[src/rtl/cwfs_pkg.sv]
// shared constants, types and register codes of the current window fault supervisor
package cwfs_pkg;

    // block size of the running average, must be a power of two
    localparam int AVG_SAMPLES = 16;
    localparam int ADC_LEVELS  = 1024;

    localparam int ADC_W    = 10;
    localparam int LEVEL_W  = 11;
    localparam int OFFSET_W = 10;
    localparam int COUNT_W  = 8;
    localparam int TOTAL_W  = 16;
    localparam int CFG_W    = 11;
    localparam int INDEX_W  = 2;

    localparam int LEVEL_MAX = 1023;
    localparam int LEVEL_MIN = -1024;
    localparam int COUNT_MAX = 255;
    localparam int TOTAL_MAX = 65535;

    localparam int AVG_SHIFT = $clog2(AVG_SAMPLES);
    localparam int CNT_W     = (AVG_SHIFT > 0) ? AVG_SHIFT : 1;
    localparam int SUM_W     = $clog2(AVG_SAMPLES * (ADC_LEVELS - 1) + 1);
    localparam int QUOT_W    = SUM_W - AVG_SHIFT;
    localparam int DIFF_W    = ((QUOT_W > OFFSET_W) ? QUOT_W : OFFSET_W) + 1;

    typedef enum logic [INDEX_W-1:0] {
        REG_WINDOW_LOW  = 2'd0,
        REG_WINDOW_HIGH = 2'd1,
        REG_ZERO_OFFSET = 2'd2,
        REG_FAULT_LIMIT = 2'd3
    } cfg_index_t;

    typedef enum logic {
        MODE_SAMPLE = 1'b0,
        MODE_TOGGLE = 1'b1
    } mode_t;

    typedef struct packed {
        logic signed [LEVEL_W-1:0] window_low;
        logic signed [LEVEL_W-1:0] window_high;
        logic [OFFSET_W-1:0]       zero_offset;
        logic [COUNT_W-1:0]        fault_limit;
    } cfg_t;

    typedef struct packed {
        logic signed [LEVEL_W-1:0] level;
        logic                      miss;
    } avg_t;

    typedef struct packed {
        logic                      running;
        logic                      fault;
        logic                      channel;
        logic                      avg_valid;
        logic signed [LEVEL_W-1:0] level;
        logic [COUNT_W-1:0]        miss_count;
        logic [COUNT_W-1:0]        run_errors;
        logic [TOTAL_W-1:0]        total_errors;
    } result_t;

endpackage

[src/rtl/cwfs_avg.sv]
// block average: divide, remove offset, saturate and check against the window
module cwfs_avg (
    input  logic [cwfs_pkg::SUM_W-1:0] sum_i,
    input  cwfs_pkg::cfg_t             cfg_i,
    output cwfs_pkg::avg_t             avg_o
);
    import cwfs_pkg::*;

    logic [QUOT_W-1:0]        quot;
    logic signed [DIFF_W-1:0] diff;
    logic signed [LEVEL_W-1:0] level;

    always_comb begin
        quot = sum_i[SUM_W-1:AVG_SHIFT];
        diff = $signed(DIFF_W'(quot)) - $signed(DIFF_W'(cfg_i.zero_offset));
        if (diff > LEVEL_MAX) begin
            level = LEVEL_W'(LEVEL_MAX);
        end else if (diff < LEVEL_MIN) begin
            level = LEVEL_W'(LEVEL_MIN);
        end else begin
            level = LEVEL_W'(diff);
        end
        avg_o.level = level;
        // an inverted window makes every average a miss
        avg_o.miss  = (level < cfg_i.window_low) || (level > cfg_i.window_high);
    end

endmodule

[src/rtl/cwfs_ctrl.sv]
// supervisor state, config registers and per-word state update
module cwfs_ctrl (
    input  logic                                aclk,
    input  logic                                aresetn,
    input  logic                                cfg_wr_en,
    input  logic [cwfs_pkg::INDEX_W-1:0]        cfg_index,
    input  logic [cwfs_pkg::CFG_W-1:0]          cfg_wdata,
    input  logic                                accept_i,
    input  logic                                mode_i,
    input  logic [cwfs_pkg::ADC_W-1:0]          code_i,
    output cwfs_pkg::result_t                   result_o
);
    import cwfs_pkg::*;

    cfg_t cfg_reg;

    logic [SUM_W-1:0]          sum_reg, sum_next;
    logic [CNT_W-1:0]          count_reg, count_next;
    logic signed [LEVEL_W-1:0] level_reg, level_next;
    logic [COUNT_W-1:0]        miss_reg, miss_next;
    logic                      running_reg, running_next;
    logic                      fault_reg, fault_next;
    logic                      channel_reg, channel_next;
    logic [COUNT_W-1:0]        run_err_reg, run_err_next;
    logic [TOTAL_W-1:0]        total_err_reg, total_err_next;

    logic [ADC_W-1:0] code_sat;
    logic [SUM_W-1:0] sum_acc;
    logic             avg_valid;
    avg_t             avg;

    cwfs_avg u_avg (
        .sum_i (sum_acc),
        .cfg_i (cfg_reg),
        .avg_o (avg)
    );

    always_comb begin
        if ({1'b0, code_i} > (ADC_W + 1)'(ADC_LEVELS - 1)) begin
            code_sat = ADC_W'(ADC_LEVELS - 1);
        end else begin
            code_sat = code_i;
        end
        sum_acc = sum_reg + SUM_W'(code_sat);

        sum_next       = sum_reg;
        count_next     = count_reg;
        level_next     = level_reg;
        miss_next      = miss_reg;
        running_next   = running_reg;
        fault_next     = fault_reg;
        channel_next   = channel_reg;
        run_err_next   = run_err_reg;
        total_err_next = total_err_reg;
        avg_valid      = 1'b0;

        if (accept_i) begin
            if (mode_t'(mode_i) == MODE_TOGGLE) begin
                running_next = !running_reg;
                if (!running_reg) begin
                    // restart after a fault moves to the other channel
                    if (fault_reg) begin
                        channel_next = !channel_reg;
                        fault_next   = 1'b0;
                    end
                end else if (!fault_reg) begin
                    run_err_next = '0;
                end
                miss_next = '0;
            end else if (running_reg && !fault_reg) begin
                if (miss_reg >= cfg_reg.fault_limit) begin
                    fault_next = 1'b1;
                    if (run_err_reg != COUNT_W'(COUNT_MAX)) begin
                        run_err_next = run_err_reg + 1'b1;
                    end
                    if (total_err_reg != TOTAL_W'(TOTAL_MAX)) begin
                        total_err_next = total_err_reg + 1'b1;
                    end
                end else if (count_reg == CNT_W'(AVG_SAMPLES - 1)) begin
                    sum_next   = '0;
                    count_next = '0;
                    level_next = avg.level;
                    avg_valid  = 1'b1;
                    if (avg.miss) begin
                        if (miss_reg != COUNT_W'(COUNT_MAX)) begin
                            miss_next = miss_reg + 1'b1;
                        end
                    end else begin
                        miss_next = '0;
                    end
                end else begin
                    sum_next   = sum_acc;
                    count_next = count_reg + 1'b1;
                end
            end
        end

        result_o.running      = running_next;
        result_o.fault        = fault_next;
        result_o.channel      = channel_next;
        result_o.avg_valid    = avg_valid;
        result_o.level        = level_next;
        result_o.miss_count   = miss_next;
        result_o.run_errors   = run_err_next;
        result_o.total_errors = total_err_next;
    end

    always_ff @(posedge aclk) begin
        if (!aresetn) begin
            cfg_reg.window_low  <= LEVEL_W'(LEVEL_MIN);
            cfg_reg.window_high <= LEVEL_W'(LEVEL_MAX);
            cfg_reg.zero_offset <= OFFSET_W'(512);
            cfg_reg.fault_limit <= COUNT_W'(3);
            sum_reg       <= '0;
            count_reg     <= '0;
            level_reg     <= '0;
            miss_reg      <= '0;
            running_reg   <= 1'b0;
            fault_reg     <= 1'b0;
            channel_reg   <= 1'b0;
            run_err_reg   <= '0;
            total_err_reg <= '0;
        end else begin
            if (cfg_wr_en) begin
                case (cfg_index_t'(cfg_index))
                    REG_WINDOW_LOW:  cfg_reg.window_low  <= cfg_wdata;
                    REG_WINDOW_HIGH: cfg_reg.window_high <= cfg_wdata;
                    REG_ZERO_OFFSET: cfg_reg.zero_offset <= cfg_wdata[OFFSET_W-1:0];
                    REG_FAULT_LIMIT: cfg_reg.fault_limit <= cfg_wdata[COUNT_W-1:0];
                    default: ;
                endcase
            end
            sum_reg       <= sum_next;
            count_reg     <= count_next;
            level_reg     <= level_next;
            miss_reg      <= miss_next;
            running_reg   <= running_next;
            fault_reg     <= fault_next;
            channel_reg   <= channel_next;
            run_err_reg   <= run_err_next;
            total_err_reg <= total_err_next;
        end
    end

endmodule

[src/rtl/current_window_fault_supervisor_unit.sv]
// top level of the two-channel current window fault supervisor
//
// One input word is taken per clock and answered by exactly one result word,
// which is held in the result register. A sample word (tuser 0) counts
// only while the active channel runs without a fault: samples are summed
// over blocks of 16, the block average minus zero_offset (saturated to
// -1024..1023) is checked against window_low..window_high, and
// consecutive misses are counted. Once the miss count has reached
// fault_limit, the next sample latches the fault instead of being summed and
// bumps the saturating run and total error counters. A toggle word (tuser 1)
// flips the running state and clears the miss count; restarting after a
// fault moves to the other channel and clears the fault, and a clean stop
// clears the run error count. Throughput is one word per cycle: the state
// update is a single add, shift, subtract and compare path between the state
// registers, and a new word enters in the same cycle that the previous result
// is taken, so input stalls only while a result waits on m_tready.
// Config writes are meant for idle periods only.
module current_window_fault_supervisor_unit (
    input  logic        aclk,
    input  logic        aresetn,

    // config write port
    input  logic        cfg_wr_en,
    input  logic [1:0]  cfg_index,
    input  logic [10:0] cfg_wdata,

    // input words
    input  logic        s_tvalid,
    output logic        s_tready,
    input  logic [15:0] s_tdata,   // adc_sample[9:0], zero fill
    input  logic        s_tuser,   // mode

    // result words
    output logic        m_tvalid,
    input  logic        m_tready,
    output logic [47:0] m_tdata,   // running, fault, active_channel,
                                   // average_level[10:0], out_of_window_count[7:0],
                                   // run_error_count[7:0], total_error_count[15:0],
                                   // zero fill
    output logic        m_tuser    // average_valid
);
    import cwfs_pkg::*;

    logic    accept;
    result_t result;
    result_t result_reg;
    logic    m_valid_reg, m_valid_next;

    // a new word enters when the result slot is empty or drains this cycle
    assign s_tready = !m_valid_reg || m_tready;
    assign accept   = s_tvalid && s_tready;

    cwfs_ctrl u_ctrl (
        .aclk      (aclk),
        .aresetn   (aresetn),
        .cfg_wr_en (cfg_wr_en),
        .cfg_index (cfg_index),
        .cfg_wdata (cfg_wdata),
        .accept_i  (accept),
        .mode_i    (s_tuser),
        .code_i    (s_tdata[ADC_W-1:0]),
        .result_o  (result)
    );

    always_comb begin
        if (accept) begin
            m_valid_next = 1'b1;
        end else if (m_tready) begin
            m_valid_next = 1'b0;
        end else begin
            m_valid_next = m_valid_reg;
        end
    end

    // result slot
    always_ff @(posedge aclk) begin
        if (!aresetn) begin
            m_valid_reg <= 1'b0;
        end else begin
            m_valid_reg <= m_valid_next;
        end
    end

    // payload carries no reset
    always_ff @(posedge aclk) begin
        if (accept) begin
            result_reg <= result;
        end
    end

    assign m_tvalid = m_valid_reg;
    assign m_tuser  = result_reg.avg_valid;
    assign m_tdata  = {2'b00,
                       result_reg.total_errors,
                       result_reg.run_errors,
                       result_reg.miss_count,
                       result_reg.level,
                       result_reg.channel,
                       result_reg.fault,
                       result_reg.running};

endmodule

[config.mk]
export PLATFORM = sky130hd
export DESIGN_NAME = current_window_fault_supervisor_unit
export DESIGN_NICKNAME = d
export VERILOG_FILES = /design/src/rtl/cwfs_pkg.sv /design/src/rtl/cwfs_avg.sv /design/src/rtl/cwfs_ctrl.sv /design/src/rtl/current_window_fault_supervisor_unit.sv
export SDC_FILE = /design/constraint.sdc
export NUM_CORES = 1
export LEC_CHECK = 0
export BUFFER_PORTS_ARGS = -buffer_cell sky130_fd_sc_hd__buf_2
export CORE_MARGIN = 2
export CORE_UTILIZATION = 60
export CTS_CLUSTER_DIAMETER = 30
export DETAILED_ROUTE_END_ITERATION = 6
export PLACE_DENSITY = 0.78
export SYNTH_ARGS = -nofsm -noshare
export SYNTH_HDL_FRONTEND = slang
export SYNTH_SLANG_ARGS = --single-unit
[constraint.sdc]
create_clock -name aclk -period 17.7 [get_ports aclk]
set_input_delay 3.54 -clock aclk [delete_from_list [all_inputs] [get_ports aclk]]
set_output_delay 3.54 -clock aclk [all_outputs]
set_load 0.02 [all_outputs]
**Yosys cells after proc, flatten, opt, wreduce, memory -nomap -nowiden**

Cells that the tools add are included.

- Add/sub/neg operators: 6
- Order comparisons: 5
- Eq/ne operators: 7
- Multiplexer cells: 42
- Bitwise operators: 3
- Reductions and logical operators: 16

Operators by type and width:

| operator | number |
|---|---|
| $mux W8 | 14 |
| $mux W16 | 5 |
| $mux W11 | 7 |
| $add A16 B1 Y16 const B | 1 |
| $add A8 B1 Y8 const B | 2 |
| $ne A16 B16 Y1 const B | 1 |
| $ne A8 B8 Y1 const B | 2 |
| $add A14 B10 Y14 | 1 |
| $mux W1 | 14 |
| $mux W14 | 1 |
| $gt A11 B11 Y1 | 1 |
| $gt A11 B11 Y1 const B | 1 |
| $lt A11 B11 Y1 | 1 |
| $lt A11 B11 Y1 const B | 1 |
| $sub A10 B10 Y11 | 1 |
| $ge A8 B8 Y1 | 1 |
| $reduce_and A2 Y1 | 4 |
| $add A4 B1 Y4 const B | 1 |
| $eq A2 B2 Y1 const B | 2 |
| $eq A4 B4 Y1 const B | 1 |
| $logic_not A1 Y1 | 4 |
| $mux W4 | 1 |
| $reduce_and A4 Y1 | 1 |
| $not A1 Y1 | 3 |
| other kinds (6) | 8 |

- Register bits after elaboration: 152
- Input bits: 35
- Output and inout port bits: 51
- Logic and storage cells: 101

**Logic depth before layout (Yosys ltp)**

Gate-level depths: netlist (run 1).

- Depth in word-level cells: 13
- Depth in mapped cells: 24
- Mapped depth without buffers: 24

**By module**

Synthesis (run 1) repeated with hierarchy kept, for this count alone.

- Cells, all modules: 836
- Area total of the unflattened synthesis: 7903.8 µm²

Modules (own cells, without submodules):

| module | instances | cells an instance | area an instance (µm²) | sequential area each (µm²) |
|---|---|---|---|---|
| cwfs_ctrl | 1 | 641 | 5395.2 | 2082.0 |
| current_window_fault_supervisor_unit | 1 | 55 | 1487.7 | 1431.4 |
| cwfs_avg | 1 | 140 | 1021.0 | 0.0 |

**Least setup slack after synthesis (run 1)**

OpenSTA, ideal clock, no wires.

- Path kind: input port to flip-flop
- Start: input s_tdata[0]
- End: register result_reg, in the netlist m_tdata[16], data pin
- Arrival time: 7.914 ns
- Slack: 9.447 ns
- Stages: 24
- Path through: ha_1 -> inv_1 -> fa_1 -> nor2b_1 -> o31a_1 -> o21ai_1 -> nor2b_1 -> xnor2_1 -> ha_1 -> nor2b_1 -> o21ai_0 -> a21boi_0 -> o221ai_1 -> a211oi_1 -> o21a_1 -> nor2_1 -> ha_1 -> inv_1 -> or4_1 -> a221oi_1 -> a2111oi_1 -> nand3_1 -> a41oi_1 -> a31oi_1

RTL lines:

| what | line | RTL |
|---|---|---|
| start, declared | current_window_fault_supervisor_unit.sv:30 | `input logic [15:0] s_tdata,` |
| end signal, assigned | current_window_fault_supervisor_unit.sv:87 | `result_reg <= result;` |
| end, declared | current_window_fault_supervisor_unit.sv:46 | `result_t result_reg;` |

==> results.sh, run 1 <==
export IMPL_status="completed"
export IMPL_critPathBufInv=3
export IMPL_cts_buffer_depth=2
export IMPL_whs_endpoint="u_ctrl.cfg_reg[16]"
export IMPL_grt_overflow=0
export IMPL_gp_congestion=0.930
export IMPL_via_per_inst=5.85
export IMPL_post_dp_hpwl_mm=12.3
export IMPL_wl_per_cell_um=15.8
export IMPL_reg2reg_depth=24
export IMPL_portBuffers=77
export IMPL_synth_cell_types=76
export IMPL_utilization_pct=69.9
export IMPL_ir_drop_uv=53.7
export IMPL_grt_pass1_vias=6074
export IMPL_drive_above_1_share_pct=15.2
export IMPL_ys_seq_elements=152
export IMPL_cts_tree="yes"
export IMPL_grt_util_all_layers_pct=25.2
export IMPL_fill_cells=997
export IMPL_post_cts_setup_buffers=0
export IMPL_synth_avg_cell_area_sq_um=9.31
export IMPL_cts_resized=0
export IMPL_antenna_found_initial=0
export IMPL_cts_buffers=17
export IMPL_drt_iter0_markers=556
export IMPL_period_needed_ps=9130
export IMPL_slowest_stage="a2111oi_1"
export IMPL_required_ps=17840
export IMPL_final_area_sq_mm=0.00883
export IMPL_largest_reg_flops=46
export IMPL_crit_path_end_kind="register"
export IMPL_drv_slew=0
export IMPL_crit_fanout=7
export IMPL_synth_yosys_seq_area_share_pct=45.4
export IMPL_cp_num_cells=25
export IMPL_holdWs_ps=460
export IMPL_start_util_pct=61.3
export IMPL_mostFrequentLayoutCell="dfxtp_1"
export IMPL_drc=0
export IMPL_wl_mm=17.2
export IMPL_dieArea_sq_mm=0.0138
export IMPL_cp_startpoint="s_tdata[0]"
export IMPL_slowest_delay_ps=890
export IMPL_p_leak_uw=0.00374
export IMPL_drt_pass1_iterations=5
export IMPL_fin_crit_sh_pct=51.6
export IMPL_max_freq_mhz=109
export IMPL_grt_start_max_net_pins=58
export IMPL_pwr_density_cell_mw_per_mm2=95.0
export IMPL_netlist_instances=831
export IMPL_regArea_sq_mm=0.00351
export IMPL_hold_path_startpoint="u_ctrl.cfg_reg[16]"
export IMPL_die_w_um=118
export IMPL_grt_first_pass_wirelength_mm=28.2
export IMPL_timing_rr_end="m_tdata[16]"
export IMPL_postCtsHoldBufs=0
export IMPL_slew_headroom_pct=15.9
export IMPL_rsz0062_at_grt="no"
export IMPL_whs_path_depth=2
export IMPL_finalHoldViolCount=0
export IMPL_core_sq_mm=0.0126
export IMPL_r2r_slack_ps=11390
export IMPL_yosys_warnings=0
export IMPL_clk_latency_ps=430
export IMPL_cts_clk_slew_worst_paths_ps=60
export IMPL_setup_tns_final_ps=0
export IMPL_die_h_um=118
export IMPL_num_vias=6342
export IMPL_h_tree_depth=4
export IMPL_std_cell_rows=41
export IMPL_crit_arrival_ps=9280
export IMPL_async_reset_ff_share_pct=0
export IMPL_multi_input_area_sq_mm=0.00388
export IMPL_crit_type="input port to register"
export IMPL_finalNonFillerCells=1084
export IMPL_nets=989
export IMPL_dpl_cell_count=1052
export IMPL_netlist_area_sq_mm=0.00774
export IMPL_cap_violations=0
export IMPL_setup_violations=0
export IMPL_dpl_cell_area_sq_mm=0.00822
export IMPL_r2r_start="u_ctrl.sum_reg[0]"
export IMPL_worst_hold_path_type="register to register"
export IMPL_num_io_pins=86
export IMPL_skew_ps=8.13
export IMPL_tightest_slew_ps=1260
export IMPL_area_delta_synth_final_pct=14.1
export IMPL_antenna_cells=0
export IMPL_synth_edf_count=47
export IMPL_most_common_layout_cells="105 x dfxtp_1, 100 x nand2_1, 77 x buf_2"
export IMPL_root_buffer="clkbuf_16"
export IMPL_startpoint_type="input port"
export IMPL_ant_nets=0
export IMPL_synth_ff_type="dfxtp_1"
export IMPL_cts_sinks=152
export IMPL_crit_family="compound AO/OA/AOI/OAI gates"
==> power by group <==
part | switching [uW] | internal [uW] | total (uW)
clock | 157 | 214 | 370
sequential | 3.35 | 368 | 372
combinational | 63.3 | 33.4 | 96.7
==> routing by layer <==
| layer | up-vias | part of all wire (%) | wire (um) | track usage [%] |
|---|---|---|---|---|
| met1 | 3003 | 44 | 7480 | 31.9 |
| met4 | 0 | 2.3 | 401 | 10.8 |
| met5 | - | 0 | 0 | 0 |
| met3 | 42 | 5.4 | 924 | 4.07 |
| li1 | 3074 | - | - | - |
| met2 | 223 | 49 | 8360 | 42.9 |
==> cells in the mapped netlist, types with 17 or more instances <==
cell / number / area, sq um
a31oi_1: 22 / 138
a21oi_1: 45 / 225
nor2_1: 76 / 285
inv_1: 55 / 206
ha_1: 53 / 663
and2_1: 37 / 231
o21ai_0: 17 / 85.1
edfxtp_1: 47 / 1410
nand2_1: 100 / 375
nand3_1: 32 / 160
xnor2_1: 19 / 166
clkbuf_1: 23 / 86.3
dfxtp_1: 105 / 2100
==> per-stage QoR <==
| stage | setup WS (ps) | total power [uW] |
|---|---|---|
| final | 8570 | 839 |
| after global routing | 7980 | 870 |
| after CTS | 8650 | 842 |
| after detailed placement | 8280 | 475 |
| after global placement | 8530 | 471 |
| after floorplan | 9450 | 447 |
==> worst reg2reg max path, cell delays in order (launching register included) <==
cell and delay (ps):
dfxtp_1 350, ha_1 170, inv_1 50, fa_1 390, nor2b_1 210, o31a_1 170, o21ai_1 100, nor2b_1 160
xnor2_1 210, ha_1 320, nor2b_1 150, o21ai_0 260, a21boi_0 200, o221ai_1 340, a211oi_1 190, o21a_1 240
nor2_1 190, ha_1 280, inv_1 90, or4_1 130, a221oi_1 60, a2111oi_1 890, nand3_1 410, a41oi_1 370
a31oi_1 80
==> area by class of cell <==
cell class / count / share of cell area (%)
multi-input combinational: 592 / 43.9
sequential: 152 / 39.8
clock buffer: 17 / 4.82
timing repair buffer: 79 / 4.54
tap: 172 / 2.44
inverter: 57 / 2.42
clock inverter: 15 / 2.04
==> how the worst max path moves through the flow <==
stage                   to  slack [ps]
2_1_floorplan  m_tdata[16]        9450
3_3_place_gp   m_tdata[16]        8530
3_5_place_dp   m_tdata[16]        8280
4_1_cts        m_tdata[16]        8650
5_1_grt        m_tdata[16]        7980
6_report       m_tdata[16]        8570
==> logic make-up (layout without fill, tap and decap cells) <==
| logic type | after synthesis | after routing | synth area share, % |
|---|---|---|---|
| simple gates | 327 | 327 | 20.9 |
| flops | 152 | 152 | 45.4 |
| xor+xnor | 30 | 30 | 3.40 |
| compound gates | 162 | 162 | 14.3 |
| fa+ha+maj | 55 | 55 | 9.09 |
| other cells | 1 | 2 | 0.0485 |
| buf+inv | 88 | 168 | 4.59 |
| mux | 16 | 16 | 2.25 |
(Power assumes the default switching activity.)
==> run 2, diff against run 1 <==
CORE_UTILIZATION = 59   (was 60)
PLACE_DENSITY = 0.77   (was 0.78)
clock period = 9.3 ns   (was 17.7 ns; I/O delays follow)
==> results.sh, run 2 (synthesis results as in run 1) <==
export IMPL_drc=0
export IMPL_post_cts_setup_buffers=0
export IMPL_drt_pass1_iterations=5
export IMPL_period_needed_ps=7600
export IMPL_setup_violations=0
export IMPL_ant_nets=0
export IMPL_mostFrequentLayoutCell="dfxtp_1"
export IMPL_grt_overflow=0
export IMPL_antenna_found_initial=0
export IMPL_grt_util_all_layers_pct=26.1
export IMPL_area_delta_synth_final_pct=14.8
export IMPL_wl_per_cell_um=16.4
export IMPL_hold_path_startpoint="u_ctrl.cfg_reg[13]"
export IMPL_whs_endpoint="u_ctrl.cfg_reg[13]"
export IMPL_skew_ps=5.35
export IMPL_timing_rr_end="m_tdata[16]"
export IMPL_start_util_pct=60.8
export IMPL_rsz0062_at_grt="no"
export IMPL_cts_buffer_depth=2
export IMPL_slew_headroom_pct=19.8
export IMPL_power_uw=1650
export IMPL_reg2reg_depth=23
export IMPL_drive_above_1_share_pct=15.3
export IMPL_most_common_layout_cells="105 x dfxtp_1, 100 x nand2_1, 77 x buf_2"
export IMPL_crit_type="input port to register"
export IMPL_root_buffer="clkbuf_16"
export IMPL_cts_tree="yes"
export IMPL_grt_start_max_net_pins=58
export IMPL_crit_path_end_kind="register"
export IMPL_cts_buffers=17
export IMPL_cts_resized=0
export IMPL_num_vias=6347
export IMPL_num_io_pins=86
export IMPL_portBuffers=77
export IMPL_die_w_um=119
export IMPL_worst_hold_path_type="register to register"
export IMPL_drv_slew=0
export IMPL_required_ps=9450
export IMPL_nets=991
export IMPL_finalHoldViolCount=0
export IMPL_h_tree_depth=4
export IMPL_largest_reg_flops=46
export IMPL_cts_sinks=152
export IMPL_via_per_inst=5.84
export IMPL_max_freq_mhz=132
export IMPL_grt_first_pass_wirelength_mm=29.4
export IMPL_crit_arrival_ps=7750
export IMPL_antenna_cells=0
export IMPL_die_h_um=119
export IMPL_r2r_start="u_ctrl.sum_reg[0]"
export IMPL_whs_path_depth=2
export IMPL_ir_drop_uv=132
export IMPL_cap_violations=0
export IMPL_r2r_slack_ps=2870
export IMPL_cts_clk_slew_worst_paths_ps=60
export IMPL_fill_cells=1003
export IMPL_wl_mm=17.8
export IMPL_p_leak_uw=0.00376
export IMPL_grt_pass1_vias=6171
export IMPL_startpoint_type="input port"
export IMPL_clk_latency_ps=430
export IMPL_gp_congestion=0.898
export IMPL_status="completed"
export IMPL_postCtsHoldBufs=0
export IMPL_dieArea_sq_mm=0.0140
export IMPL_post_dp_hpwl_mm=12.4
export IMPL_core_sq_mm=0.0127
export IMPL_tightest_slew_ps=1200
export IMPL_crit_fanout=7
export IMPL_std_cell_rows=41
export IMPL_setup_tns_final_ps=0
export IMPL_drt_iter0_markers=596
export IMPL_pwr_density_cell_mw_per_mm2=186
export IMPL_fin_crit_sh_pct=81.7
==> run 2: changes by cell type in the layout (fill, tap and decap cells not counted) <==
cell        previous run  this run
clkinv_2               0         1
bufinv_16              2         5
buf_4                  2         4
clkinv_4               3         2
clkinvlp_4             1         4
inv_8                  3         0
inv_6                  6         2
clkinv_1               2         3
==> run 2: where the power goes <==
group	internal [uW]	switching, uW
Combinational	64.2	123
Sequential	702	6.53
Clock	476	282
Total	1240	411
==> run 2: metal layers <==
layer | part of all wire [%] | vias up | global-route usage, %
met3 | 5.4 | 48 | 5.45
met2 | 49 | 211 | 44.1
met4 | 2.8 | 0 | 11.0
met1 | 43 | 3010 | 32.5
met5 | 0 | - | 0
li1 | - | 3078 | -
==> run 2: critical path, stage by stage <==
cell and delay, ps:
buf_2 80, ha_1 170, inv_1 60, fa_1 400, nor2b_1 230, o31a_1 170, o21ai_1 100, nor2b_1 160
xnor2_1 150, ha_1 360, nor2b_1 150, o21ai_0 120, a21boi_0 360, o221ai_1 280, a211oi_1 370, nor2_1 140
ha_1 330, o21ai_0 110, nor3_1 200, a221oi_1 150, a2111oi_1 880, nand3_1 420, a41oi_1 420, a31oi_1 70
==> run 2: area by class of cell <==
cell class / instances / area [sq um] / share of cell area [%]
flip-flops and latches: 152 / 3510 / 39.5
well taps: 172 / 215 / 2.42
inverters: 57 / 214 / 2.41
repair buffers: 81 / 415 / 4.68
clock inverters: 15 / 224 / 2.52
clock buffers: 17 / 425 / 4.79
multi-input cells: 592 / 3880 / 43.6
==> run 2: how the worst max path moves through the flow <==
stage                from     endpoint  slack, ps
3_3_place_gp   s_tdata[0]  m_tdata[16]       1760
4_1_cts        s_tdata[0]  m_tdata[16]       1790
2_1_floorplan  s_tdata[0]  m_tdata[16]       2730
6_report       s_tdata[0]  m_tdata[16]       1700
3_5_place_dp   s_tdata[0]  m_tdata[16]       1490
5_1_grt        s_tdata[0]  m_tdata[16]       1220
==> run 2: per-stage QoR <==
step	area (sq um)	worst slack [ps]	util, %	hold WS [ps]	std cells
4_1_cts	8880	1790	69.8	460	1086
6_report	8880	1700	69.8	456	1086
5_1_grt	8880	1220	69.8	479	1086
3_5_place_dp	8240	1490	64.7	451	1054
3_3_place_gp	8240	1760	64.7	444	1054
2_1_floorplan	7740	2730	-	436	832
